$ cat src/design/rc5ks_pkg.sv
// ----------------------------------------------------------------------------
// RC5 key search package
// Widths, constants, command and register codes, and key word helpers.
// ----------------------------------------------------------------------------
package rc5ks_pkg;

  localparam int unsigned WORD_W    = 32;
  localparam int unsigned KEY_HI_W  = 24;
  localparam int unsigned CFG_IDX_W = 3;
  localparam int unsigned CFG_REGS  = 6;

  localparam logic [WORD_W-1:0] RC5_P = 32'hB7E1_5163;
  localparam logic [WORD_W-1:0] RC5_Q = 32'h9E37_79B9;

  localparam logic CMD_LOAD = 1'b0;
  localparam logic CMD_TEST = 1'b1;

  localparam logic [CFG_IDX_W-1:0] REG_IV_LOW      = 3'd0;
  localparam logic [CFG_IDX_W-1:0] REG_IV_HIGH     = 3'd1;
  localparam logic [CFG_IDX_W-1:0] REG_PLAIN_LOW   = 3'd2;
  localparam logic [CFG_IDX_W-1:0] REG_PLAIN_HIGH  = 3'd3;
  localparam logic [CFG_IDX_W-1:0] REG_TARGET_LOW  = 3'd4;
  localparam logic [CFG_IDX_W-1:0] REG_TARGET_HIGH = 3'd5;

  typedef enum logic {
    UNIT_SCHED,
    UNIT_ENC
  } unit_mode_e;

  typedef struct packed {
    logic [WORD_W-1:0]   low;
    logic [KEY_HI_W-1:0] high;
  } key_pair_t;

  typedef struct packed {
    logic load;
    logic advance;
  } key_ctrl_t;

  function automatic logic [WORD_W-1:0] rotl32(input logic [WORD_W-1:0] x,
                                               input logic [4:0] s);
    logic [2*WORD_W-1:0] t;
    t = {x, x} << s;
    return t[2*WORD_W-1:WORD_W];
  endfunction

  // Start key bytes are reversed into the two key words.
  function automatic key_pair_t swap_start_key(input logic [WORD_W-1:0] k0,
                                               input logic [KEY_HI_W-1:0] k1);
    key_pair_t r;
    r.low  = {k0[31:24], k1[7:0], k1[15:8], k1[23:16]};
    r.high = {k0[7:0], k0[15:8], k0[23:16]};
    return r;
  endfunction

  // Carry runs from the most significant byte of each word down to its
  // least significant byte, high word first.
  function automatic key_pair_t advance_key(input key_pair_t k);
    logic [WORD_W-1:0] w0;
    logic [WORD_W-1:0] w1;
    key_pair_t         r;
    w0 = k.low;
    w1 = {8'h00, k.high};
    w1 = (w1 + 32'h0001_0000) & 32'h00FF_FFFF;
    if (w1[23:16] == 8'h00) begin
      w1 = (w1 + 32'h0000_0100) & 32'h0000_FFFF;
      if (w1[15:8] == 8'h00) begin
        w1 = (w1 + 32'h0000_0001) & 32'h0000_00FF;
        if (w1[7:0] == 8'h00) begin
          w1 = '0;
          w0 = w0 + 32'h0100_0000;
          if (w0[31:24] == 8'h00) begin
            w0 = (w0 + 32'h0001_0000) & 32'h00FF_FFFF;
            if (w0[23:16] == 8'h00) begin
              w0 = (w0 + 32'h0000_0100) & 32'h0000_FFFF;
              if (w0[15:8] == 8'h00) begin
                w0 = (w0 + 32'h0000_0001) & 32'h0000_00FF;
              end
            end
          end
        end
      end
    end
    r.low  = w0;
    r.high = w1[KEY_HI_W-1:0];
    return r;
  endfunction

endpackage

$ cat src/design/rc5ks_key_counter.sv
// ----------------------------------------------------------------------------
// RC5 key counter
// Holds the current key words, loads a start key and steps to the next key.
// ----------------------------------------------------------------------------
module rc5ks_key_counter import rc5ks_pkg::*; (
  input  logic                clk_i,
  input  logic                rst_ni,
  input  key_ctrl_t           ctrl_i,
  input  logic [WORD_W-1:0]   start_key_low_i,
  input  logic [KEY_HI_W-1:0] start_key_high_i,
  output key_pair_t           key_o
);

  key_pair_t key_q;
  key_pair_t key_d;

  always_comb begin
    priority if (ctrl_i.load) begin
      key_d = swap_start_key(start_key_low_i, start_key_high_i);
    end else if (ctrl_i.advance) begin
      key_d = advance_key(key_q);
    end else begin
      key_d = key_q;
    end
  end

  always_ff @(posedge clk_i or negedge rst_ni) begin
    if (!rst_ni) begin
      key_q <= '0;
    end else begin
      key_q <= key_d;
    end
  end

  assign key_o = key_q;

endmodule

$ cat config.mk
export PLATFORM = sky130hd
export DESIGN_NAME = rc5ks_key_counter
export DESIGN_NICKNAME = d
export VERILOG_FILES = /design/src/design/rc5ks_pkg.sv /design/src/design/rc5ks_key_counter.sv
export SDC_FILE = /design/constraint.sdc
export NUM_CORES = 1
export LEC_CHECK = 0
export ABC_CLOCK_PERIOD_IN_PS = 3300
export BUFFER_PORTS_ARGS = -buffer_cell sky130_fd_sc_hd__clkbuf_2
export CAP_MARGIN = 20
export CORE_MARGIN = 1
export CORE_UTILIZATION = 52
export DETAILED_ROUTE_END_ITERATION = 7
export MAX_ROUTING_LAYER = met4
export PLACE_DENSITY = 0.81
export SLEW_MARGIN = 20
export SYNTH_ARGS = -nofsm -noshare
export SYNTH_HDL_FRONTEND = slang
export SYNTH_SLANG_ARGS = --single-unit
$ cat constraint.sdc
create_clock -name clk_i -period 3.3 [get_ports clk_i]
set_input_delay 0.495 -clock clk_i [delete_from_list [all_inputs] [get_ports clk_i]]
set_output_delay 0.495 -clock clk_i [all_outputs]
set_load 0.01 [all_outputs]
==> results.py, run 1 <==
metrics = {
    "sta": {
        "timing.clock.skew_ns": 0.01077,
        "max_clock_freq_mhz": 345.0,
        "setup-tns-final_ns": 0,
        "setup-violations-final": 0,
        "timing_max_transition_violations_final": 0,
        "finalHoldViolCount": 0,
        "slew_headroom_pct": 33.58,
        "rsz0062_at_grt": "no",
        "finalCriticalPeriod_ns": 2.898,
        "finalHoldWorstSlack_ns": 0.1075,
        "slew_worst_pin_ns": 0.9964,
        "final.period_utilization_pct": 87.83,
        "setup_ws_post_layout_ns": 0.4016,
    },
    "setup_path": {
        "timing.setup.critical_path_class": "reg2reg",
        "crit_startpoint": "key_o[0]$_DFFE_PN0P_",
        "worst-endpoint-required_ns": 3.50,
        "cp_slowest_stage_delay_ns": 0.47,
        "worstSetupEndpointType": "register",
        "nature_of_the_critical_path_startpoint": "register",
        "cell_chain_of_the_critical_path": "ha_1, nand2_1, nor2_1, or3_1, a211o_1, nor4_2, mux2_2, a221o_1",
        "critical_path.slowest_cell": "sky130_fd_sc_hd__dfrtp_1",
        "timing.critical_path.buf_inv": 0,
        "worst-path-max-fanout": 8,
        "cp_top_family": "simple AND/OR/NAND/NOR gates",
        "reg2reg_from": "key_o[0]$_DFFE_PN0P_",
        "timing.critical_path.arrival_ns": 3.10,
    },
    "synthesis": {
        "yosys_register_bits": 56,
        "postSynthNetCount": 505,
        "number_of_warning_messages_in_the_yosys_log": 0,
        "post_synth_instance_area_um2": 3754,
        "postSynthAreaPerCell_um2": 8.589,
        "synth_largest_type_area_fraction_pct": 37.33,
        "synth_enable_flop_cells": 0,
        "synthTopCellsByCount": "sky130_fd_sc_hd__nand2_1, sky130_fd_sc_hd__dfrtp_1, sky130_fd_sc_hd__o21ai_0",
        "synth-main-ff-cell": "sky130_fd_sc_hd__dfrtp_1",
        "synthMostInstantiatedCell": "sky130_fd_sc_hd__nand2_1",
        "synth_cells": 437,
        "yosys-top-cells-area": "sky130_fd_sc_hd__dfrtp_1, sky130_fd_sc_hd__nand2_1, sky130_fd_sc_hd__xnor2_1, sky130_fd_sc_hd__o21ai_0, sky130_fd_sc_hd__nand3_1",
        "synth_area_leader_cell": "sky130_fd_sc_hd__dfrtp_1",
        "seq_area_frac_synth_pct": 37.33,
        "synth.lib_cells_used.distinct": 54,
        "ys_async_sr_fraction_pct": 100.0,
    },
    "clock_tree": {
        "cts.sinks": 56,
        "clk_pin_slew_worst_paths_ns": 0.10,
        "postCtsHoldBufs": 0,
        "post_cts.repair.setup_buffers": 0,
        "clock_latency_ns": 0.31,
        "postCtsResizedCells": 0,
        "tritoncts": "yes",
        "clockBufferDepth": 2,
        "htree_levels": 2,
        "numCtsBuffers": 5,
        "clock_tree_root_buffer_cell": "sky130_fd_sc_hd__clkbuf_8",
    },
    "global_route": {
        "grt_start_max_net_pins": 113,
        "grt_pass1_vias": 3320,
        "wire_length_of_the_first_global_routing_pass_mm": 15.40,
        "grt_usage_pct": 25.94,
        "gr-total-overflow": 0,
        "antenna_found_initial": 0,
    },
    "placement": {
        "place_ws_ns": 0.4389,
        "place.port_buffers": 115,
        "placed_cell_area_um2": 4398,
        "dpl.cell_count": 630,
        "finalWeightedCongestion": 0.9189,
        "detailed_place_hpwl_mm": 6.821,
    },
    "status": {
        "outcome": "completed",
    },
    "detailed_routing": {
        "detail_route.first_pass.iterations": 5,
        "via_count": 3582,
        "routed_via_density": 5.623,
        "finalWirelength_mm": 9.205,
        "drt.antenna.violating_nets": 0,
        "wl_per_cell_um": 14.45,
        "initialDrtViolationCount": 246,
        "remaining_drc_errors": 0,
    },
    "final_layout": {
        "finish.instance_area_um2": 4476,
        "n_antenna_cell": 0,
        "post_route_cells_drive_above_1_share_pct": 27.73,
        "area.growth.synth_to_final_pct": 19.23,
        "nNetsFinal": 609,
        "stdcell_count": 637,
        "final_core_util_pct": 65.15,
        "largest_reg_flops": 56,
    },
    "pwr": {
        "finalPower_mw": 1.608,
        "vdd.ir_drop.worst_mv": 0.2179,
        "powerDensity_nw_per_um2": 359.2,
        "static_leakage_nw": 1.931,
    },
    "floorplanning": {
        "core.rowCount": 30,
        "dieArea_um2": 7562,
        "die_x_um": 86.96,
        "floorplan.io_pins": 116,
        "die_height_um": 86.96,
        "start_util_pct": 54.64,
        "core-area_um2": 6869,
    },
    "job": {
        "max-cap-violations": 0,
    },
    "hold_path": {
        "hold_path.class": "in2async",
    },
}
cell usage in the layout, fill, tap and decap left out, types with 10 or more instances in the layout:
cell,n
sky130_fd_sc_hd__a21oi_1,11
sky130_fd_sc_hd__and3_1,11
sky130_fd_sc_hd__clkbuf_2,114
sky130_fd_sc_hd__dfrtp_1,56
sky130_fd_sc_hd__inv_1,10
sky130_fd_sc_hd__mux2i_1,11
sky130_fd_sc_hd__nand2_1,75
sky130_fd_sc_hd__nand3_1,24
sky130_fd_sc_hd__nor2_1,20
sky130_fd_sc_hd__nor2b_1,11
sky130_fd_sc_hd__nor3_1,18
sky130_fd_sc_hd__nor4_1,14
sky130_fd_sc_hd__o21ai_0,30
sky130_fd_sc_hd__o21ai_1,11
sky130_fd_sc_hd__xnor2_1,23
layout make-up:
| class | instances | area, um^2 |
|---|---|---|
| clock buffers | 6 | 72.57 |
| clock inverters | 1 | 5.005 |
| fillers | 603 | 2394 |
| inverters | 10 | 37.54 |
| multi-input cells | 349 | 2231 |
| flip-flops and latches | 56 | 1401 |
| well taps | 96 | 120.1 |
| repair buffers | 119 | 608.1 |
kinds of logic (layout without fill, tap and decap cells):
family                     Yosys count  count (layout)  share of synthesized area [%]
adders and majority gates            8               8                          2.667
buffers and inverters               32             136                          3.233
xor gates and xnor gates            32              32                          7.467
AOI/OAI and AO/OA                   81              81                          14.33
DFF                                 56              56                          37.33
muxes                               20              20                          5.634
and+or+nand+nor                    208             208                          29.33
layer usage:
metal	global-route usage, %	share of wire, %
met5	-	0
met3	4.076	6.3
met1	35.84	46
met2	40.66	47
met4	5.000	0.88
worst paths after layout:
path,to,slack (ns),cells past startpoint
worst max-delay path,key_o[30]$_DFFE_PN0P_,0.40,8
worst min register to register,key_o[7]$_DFFE_PN0P_,0.62,1
worst max register to register,key_o[30]$_DFFE_PN0P_,0.40,8
min in group clk_i,key_o[50]$_DFFE_PN0P_,0.39,3
worst min-delay path,key_o[20]$_DFFE_PN0P_,0.11,1
max in group asynchronous,key_o[38]$_DFFE_PN0P_,2.54,2
power by group:
part / internal [mW] / switching [mW]
clock network: 0.145 / 0.220
logic: 0.176 / 0.202
registers: 0.752 / 0.112
No activity file was read; power rests on OpenSTA's default activity.
==> run 2, diff against run 1 <==
--- a/config.mk
+++ b/config.mk
@@ -5,14 +5,14 @@
 export SDC_FILE = /design/constraint.sdc
 export NUM_CORES = 1
 export LEC_CHECK = 0
-export ABC_CLOCK_PERIOD_IN_PS = 3300
+export ABC_CLOCK_PERIOD_IN_PS = 2400
 export BUFFER_PORTS_ARGS = -buffer_cell sky130_fd_sc_hd__clkbuf_2
 export CAP_MARGIN = 20
 export CORE_MARGIN = 1
-export CORE_UTILIZATION = 52
+export CORE_UTILIZATION = 47
 export DETAILED_ROUTE_END_ITERATION = 7
 export MAX_ROUTING_LAYER = met4
-export PLACE_DENSITY = 0.81
+export PLACE_DENSITY = 0.77
 export SLEW_MARGIN = 20
 export SYNTH_ARGS = -nofsm -noshare
 export SYNTH_HDL_FRONTEND = slang
==> constraint.sdc (replaced) <==
create_clock -name clk_i -period 2.4 [get_ports clk_i]
set_input_delay 0.36 -clock clk_i [delete_from_list [all_inputs] [get_ports clk_i]]
set_output_delay 0.36 -clock clk_i [all_outputs]
set_load 0.01 [all_outputs]
==> run 2 against run 1 <==
Effect of this change:
- the flow now finishes with violations (setup timing)
- first-iteration DRC count shrank 24%
- fmax grew 14%
- clock-buffer cell count grew 1
- global-route usage grew 0.27 points
- core utilization grew 6.9 points
- critical endpoint is now key_o[33]$_DFFE_PN0P_
- critical path depth is the same
- clock power grew 45%
- worst setup slack lost 0.54 ns
==> results.py, run 2 (synthesized netlist as in run 1, its figures left out) <==
metrics = {
    "status": {
        "outcome": "finished with violations",
        "failed_checks": "setup timing",
    },
    "setup_path": {
        "worst-path-max-fanout": 5,
        "cell_chain_of_the_critical_path": "ha_4, nand2_4, nor2_2, or3_4, a211o_4, nor4_4, mux2_4, mux2_2",
        "cp_slowest_stage_delay_ns": 0.45,
        "worstSetupEndpointType": "register",
        "timing.setup.critical_path_class": "reg2reg",
        "timing.critical_path.arrival_ns": 2.73,
        "worst-endpoint-required_ns": 2.59,
        "timing.critical_path.buf_inv": 0,
        "critical_path.slowest_cell": "sky130_fd_sc_hd__dfrtp_2",
        "cp_top_family": "simple AND/OR/NAND/NOR gates",
        "nature_of_the_critical_path_startpoint": "register",
    },
    "final_layout": {
        "area.growth.synth_to_final_pct": 48.27,
        "nNetsFinal": 677,
        "largest_reg_flops": 56,
        "mostFrequentLayoutCell": "sky130_fd_sc_hd__clkbuf_2",
        "n_antenna_cell": 0,
        "post_route_cells_drive_above_1_share_pct": 44.10,
        "final_core_util_pct": 72.02,
        "stdcell_count": 712,
        "n_fill_cell": 553,
        "mostFrequentLayoutCells": "sky130_fd_sc_hd__clkbuf_2, sky130_fd_sc_hd__nand2_1, sky130_fd_sc_hd__buf_4, sky130_fd_sc_hd__dfrtp_1, sky130_fd_sc_hd__nand3_1",
    },
    "clock_tree": {
        "postCtsHoldBufs": 0,
        "tritoncts": "yes",
        "clock_tree_root_buffer_cell": "sky130_fd_sc_hd__clkbuf_8",
        "clockBufferDepth": 2,
        "numCtsBuffers": 5,
        "htree_levels": 2,
        "clk_pin_slew_worst_paths_ns": 0.11,
        "cts.sinks": 56,
        "clock_latency_ns": 0.32,
    },
    "placement": {
        "detailed_place_hpwl_mm": 7.542,
        "place_ws_ns": -0.1611,
        "finalWeightedCongestion": 0.8870,
        "place.port_buffers": 115,
        "dpl.cell_count": 687,
    },
    "detailed_routing": {
        "initialDrtViolationCount": 188,
        "via_count": 4031,
        "wl_per_cell_um": 16.27,
        "drt.antenna.violating_nets": 0,
        "detail_route.first_pass.iterations": 5,
        "routed_via_density": 5.662,
        "finalWirelength_mm": 11.59,
        "remaining_drc_errors": 0,
    },
    "sta": {
        "setup-violations-final": 19,
        "finalCriticalPeriod_ns": 2.534,
        "setup_ws_post_layout_ns": -0.1336,
        "final.period_utilization_pct": 105.6,
        "slew_headroom_pct": 59.79,
        "finalHoldWorstSlack_ns": 0.02240,
        "max_clock_freq_mhz": 394.7,
        "slew_worst_pin_ns": 0.6031,
        "timing_max_transition_violations_final": 0,
        "timing.clock.skew_ns": 0.01762,
        "rsz0062_at_grt": "yes",
        "finalHoldViolCount": 0,
        "setup-tns-final_ns": -1.003,
    },
    "global_route": {
        "grt_start_max_net_pins": 52,
        "antenna_found_initial": 0,
        "gr-total-overflow": 0,
        "wire_length_of_the_first_global_routing_pass_mm": 17.08,
        "grt_usage_pct": 26.21,
        "grt_pass1_vias": 3605,
    },
    "floorplanning": {
        "dieArea_um2": 8348,
        "core-area_um2": 7727,
        "start_util_pct": 48.58,
        "die_height_um": 91.37,
        "core.rowCount": 32,
        "floorplan.io_pins": 116,
        "die_x_um": 91.37,
    },
    "pwr": {
        "powerDensity_nw_per_um2": 434.7,
        "static_leakage_nw": 2.649,
        "vdd.ir_drop.worst_mv": 0.2675,
    },
    "hold_path": {
        "hold_path.class": "in2async",
    },
    "job": {
        "max-cap-violations": 0,
    },
}
-- run 2: what timing repair did --
action                     in CTS  in global routing
pin swaps                       6                 25
setup buffers                   5                 10
gates resized for setup        20                 60
setup endpoints to repair      30                 40
cloned                          1                  1
-- run 2: final timing paths --
check	startpoint	end	slack (ns)	depth (start not counted)
max in group asynchronous	rst_ni	key_o[24]$_DFFE_PN0P_	1.76	2
hold / removal	rst_ni	key_o[5]$_DFFE_PN0P_	0.02	1
setup / recovery	key_o[1]$_DFFE_PN0P_	key_o[33]$_DFFE_PN0P_	-0.13	8
setup reg to reg	key_o[1]$_DFFE_PN0P_	key_o[33]$_DFFE_PN0P_	-0.13	8
hold reg to reg	key_o[4]$_DFFE_PN0P_	key_o[4]$_DFFE_PN0P_	0.64	2
min in group clk_i	start_key_low_i[11]	key_o[11]$_DFFE_PN0P_	0.24	3
-- run 2: metal layers --
layer | GRT usage (%) | wire, um | part of all wire (%)
met5 | - | 0 | 0
met4 | 8.598 | 208 | 1.8
met3 | 4.104 | 673 | 5.8
met2 | 41.60 | 5757 | 50
met1 | 34.38 | 4948 | 43
-- run 2: layout make-up --
cell class / count / area, um^2 / area share [%]
clock buffer: 7 / 76.32 / 1.371
clock inverter: 1 / 5.005 / 0.08993
inverter: 10 / 37.54 / 0.6745
multi-input combinational: 349 / 2673 / 48.02
sequential: 56 / 1413 / 25.38
tap: 102 / 127.6 / 2.293
timing repair buffer: 187 / 1234 / 22.17
-- run 2: power breakdown --
group          internal (mW)  switching [mW]  total (mW)
Combinational          0.350           0.389       0.739
Clock                  0.207           0.323       0.530
Sequential              1.04           0.114        1.15
-- run 2: metrics by stage --
stage	power [mW]	area (um^2)
final	2.419	5565
after global routing	2.544	5565
after CTS	2.363	5155
after detailed placement	1.832	4907
after global placement	1.809	4907
after floorplan	1.498	3862
==> run 3, diff against run 2 <==
==> constraint.sdc (replaced) <==
create_clock -name clk_i -period 2.4 [get_ports clk_i]
set_input_delay 0.36 -clock clk_i [delete_from_list [all_inputs] [get_ports clk_i]]
set_output_delay 0.36 -clock clk_i [all_outputs]
set_load 0.005 [all_outputs]
==> run 3 against run 2 <==
Effect of this change:
- the flow still finishes with violations (setup timing)
- sequential cell count is the same
- first-iteration DRC count grew 3.7%
- cell area is essentially flat
- non-clock buffer count grew 5
- die area is the same
- worst setup slack gained 0.052 ns
- critical path depth grew 1
- final cell count grew 0.70%
- clock skew shrank 0.0058 ns
- critical endpoint is now key_o[30]$_DFFE_PN0P_
- largest cell class unchanged
- largest power group unchanged
==> results.py, run 3 (synthesized netlist as in run 1, its figures left out) <==
metrics = {
    "status": {
        "outcome": "finished with violations",
        "failed_checks": "setup timing",
    },
    "sta": {
        "slew_worst_pin_ns": 0.6942,
        "finalHoldViolCount": 0,
        "finalCriticalPeriod_ns": 2.482,
        "timing_max_transition_violations_final": 0,
        "final.period_utilization_pct": 103.4,
        "setup-violations-final": 9,
        "slew_headroom_pct": 53.72,
        "max_clock_freq_mhz": 403.0,
        "setup_ws_post_layout_ns": -0.08168,
        "timing.clock.skew_ns": 0.01185,
        "rsz0062_at_grt": "yes",
        "setup-tns-final_ns": -0.4673,
        "finalHoldWorstSlack_ns": 0.07349,
    },
    "setup_path": {
        "r2r_end": "key_o[30]$_DFFE_PN0P_",
        "reg2reg_from": "key_o[49]$_DFFE_PN0P_",
        "cell_chain_of_the_critical_path": "ha_4, nand4_1, a2111o_1, o21ai_2, o31ai_4, buf_12, nor4_4, mux2_4, a221o_1",
        "nature_of_the_critical_path_startpoint": "register",
        "setup_slack_of_the_worst_register_to_register_path_ns": -0.08,
        "worst-endpoint-required_ns": 2.61,
        "timing.critical_path.arrival_ns": 2.70,
        "cp_top_family": "compound AO/OA/AOI/OAI gates",
        "timing.setup.critical_path_class": "reg2reg",
        "worst-path-max-fanout": 6,
        "critical_path.slowest_cell": "sky130_fd_sc_hd__dfrtp_1",
        "worstSetupEndpointType": "register",
        "timing.critical_path.buf_inv": 1,
        "reg2regPathDepth": 9,
        "cp_slowest_stage_delay_ns": 0.45,
    },
    "global_route": {
        "wire_length_of_the_first_global_routing_pass_mm": 17.19,
        "antenna_found_initial": 0,
        "grt_usage_pct": 26.29,
        "grt_start_max_net_pins": 77,
        "gr-total-overflow": 0,
        "grt_pass1_vias": 3703,
    },
    "clock_tree": {
        "clk_pin_slew_worst_paths_ns": 0.11,
        "clock_latency_ns": 0.32,
        "postCtsHoldBufs": 0,
        "numCtsBuffers": 5,
        "clockBufferDepth": 2,
        "clock_tree_root_buffer_cell": "sky130_fd_sc_hd__clkbuf_8",
        "htree_levels": 2,
        "cts.sinks": 56,
        "tritoncts": "yes",
    },
    "final_layout": {
        "finish.instance_area_um2": 5562,
        "final_core_util_pct": 71.97,
        "stdcell_count": 717,
        "largest_reg_flops": 56,
        "post_route_cells_drive_above_1_share_pct": 43.41,
        "n_antenna_cell": 0,
        "nNetsFinal": 682,
        "mostFrequentLayoutCell": "sky130_fd_sc_hd__clkbuf_2",
        "area.growth.synth_to_final_pct": 48.17,
        "mostFrequentLayoutCells": "sky130_fd_sc_hd__clkbuf_2, sky130_fd_sc_hd__nand2_1, sky130_fd_sc_hd__buf_4, sky130_fd_sc_hd__dfrtp_1, sky130_fd_sc_hd__o21ai_0",
    },
    "floorplanning": {
        "die_height_um": 91.37,
        "die_x_um": 91.37,
        "start_util_pct": 48.58,
        "core.rowCount": 32,
        "floorplan.io_pins": 116,
        "dieArea_um2": 8348,
        "core-area_um2": 7727,
    },
    "detailed_routing": {
        "finalWirelength_mm": 11.45,
        "remaining_drc_errors": 0,
        "drt.antenna.violating_nets": 0,
        "detail_route.first_pass.iterations": 5,
        "wl_per_cell_um": 15.97,
        "via_count": 4083,
        "routed_via_density": 5.695,
        "initialDrtViolationCount": 195,
    },
    "placement": {
        "dpl.cell_count": 692,
        "placed_cell_area_um2": 4956,
        "detailed_place_hpwl_mm": 7.730,
        "finalWeightedCongestion": 0.9161,
        "place.port_buffers": 115,
        "place_ws_ns": -0.1199,
    },
    "pwr": {
        "finalPower_mw": 2.475,
        "static_leakage_nw": 2.665,
        "vdd.ir_drop.worst_mv": 0.2933,
        "powerDensity_nw_per_um2": 445.0,
    },
    "job": {
        "max-cap-violations": 0,
    },
    "hold_path": {
        "hold_path.class": "in2async",
    },
}
[run 3: area by class of cell]
cell class | instances | area [um^2]
Fill cell | 574 | 2166
Clock inverter | 2 | 35.03
Tap cell | 102 | 127.6
Inverter | 10 | 37.54
Clock buffer | 6 | 72.57
Sequential cell | 56 | 1406
Timing Repair Buffer | 192 | 1256
Multi-Input combinational cell | 349 | 2626
[run 3: power by group]
group	total, mW	switching [mW]	internal [mW]
Clock	0.627	0.316	0.311
Combinational	0.700	0.352	0.348
Sequential	1.15	0.112	1.04
Total	2.47	0.781	1.69
[run 3: worst max-delay path by stage]
| stage | slack, ns | to | depth (start not counted) | from |
|---|---|---|---|---|
| global placement | -0.03 | key_o[25]$_DFFE_PN0P_ | 8 | key_o[1]$_DFFE_PN0P_ |
| floorplan | -0.05 | key_o[30]$_DFFE_PN0P_ | 8 | key_o[0]$_DFFE_PN0P_ |
| detailed placement | -0.12 | key_o[37]$_DFFE_PN0P_ | 9 | key_o[48]$_DFFE_PN0P_ |
| CTS | -0.08 | key_o[30]$_DFFE_PN0P_ | 8 | key_o[9]$_DFFE_PN0P_ |
| global route | -0.16 | key_o[30]$_DFFE_PN0P_ | 9 | key_o[49]$_DFFE_PN0P_ |
| finish | -0.08 | key_o[30]$_DFFE_PN0P_ | 9 | key_o[49]$_DFFE_PN0P_ |
[run 3: metal layers]
layer  routed length [um]  track usage [%]
met5                    0                -
met1                 4708            33.16
met2                 5855            44.19
met3                  632            3.685
met4                  254            7.407
[run 3: worst register-to-register path, stage by stage (launching register included)]
cell	delay, ns
sky130_fd_sc_hd__dfrtp_1	0.45
sky130_fd_sc_hd__ha_4	0.18
sky130_fd_sc_hd__nand4_1	0.16
sky130_fd_sc_hd__a2111o_1	0.34
sky130_fd_sc_hd__o21ai_2	0.09
sky130_fd_sc_hd__o31ai_4	0.08
sky130_fd_sc_hd__buf_12	0.16
sky130_fd_sc_hd__nor4_4	0.32
sky130_fd_sc_hd__mux2_4	0.33
sky130_fd_sc_hd__a221o_1	0.26
[run 3: what timing repair did]
action                     CTS  global route
hold endpoints to repair     0             0
buffers inserted            12             5
pin swaps                    8            32
setup endpoints to repair   22            41
resized for setup           14            60
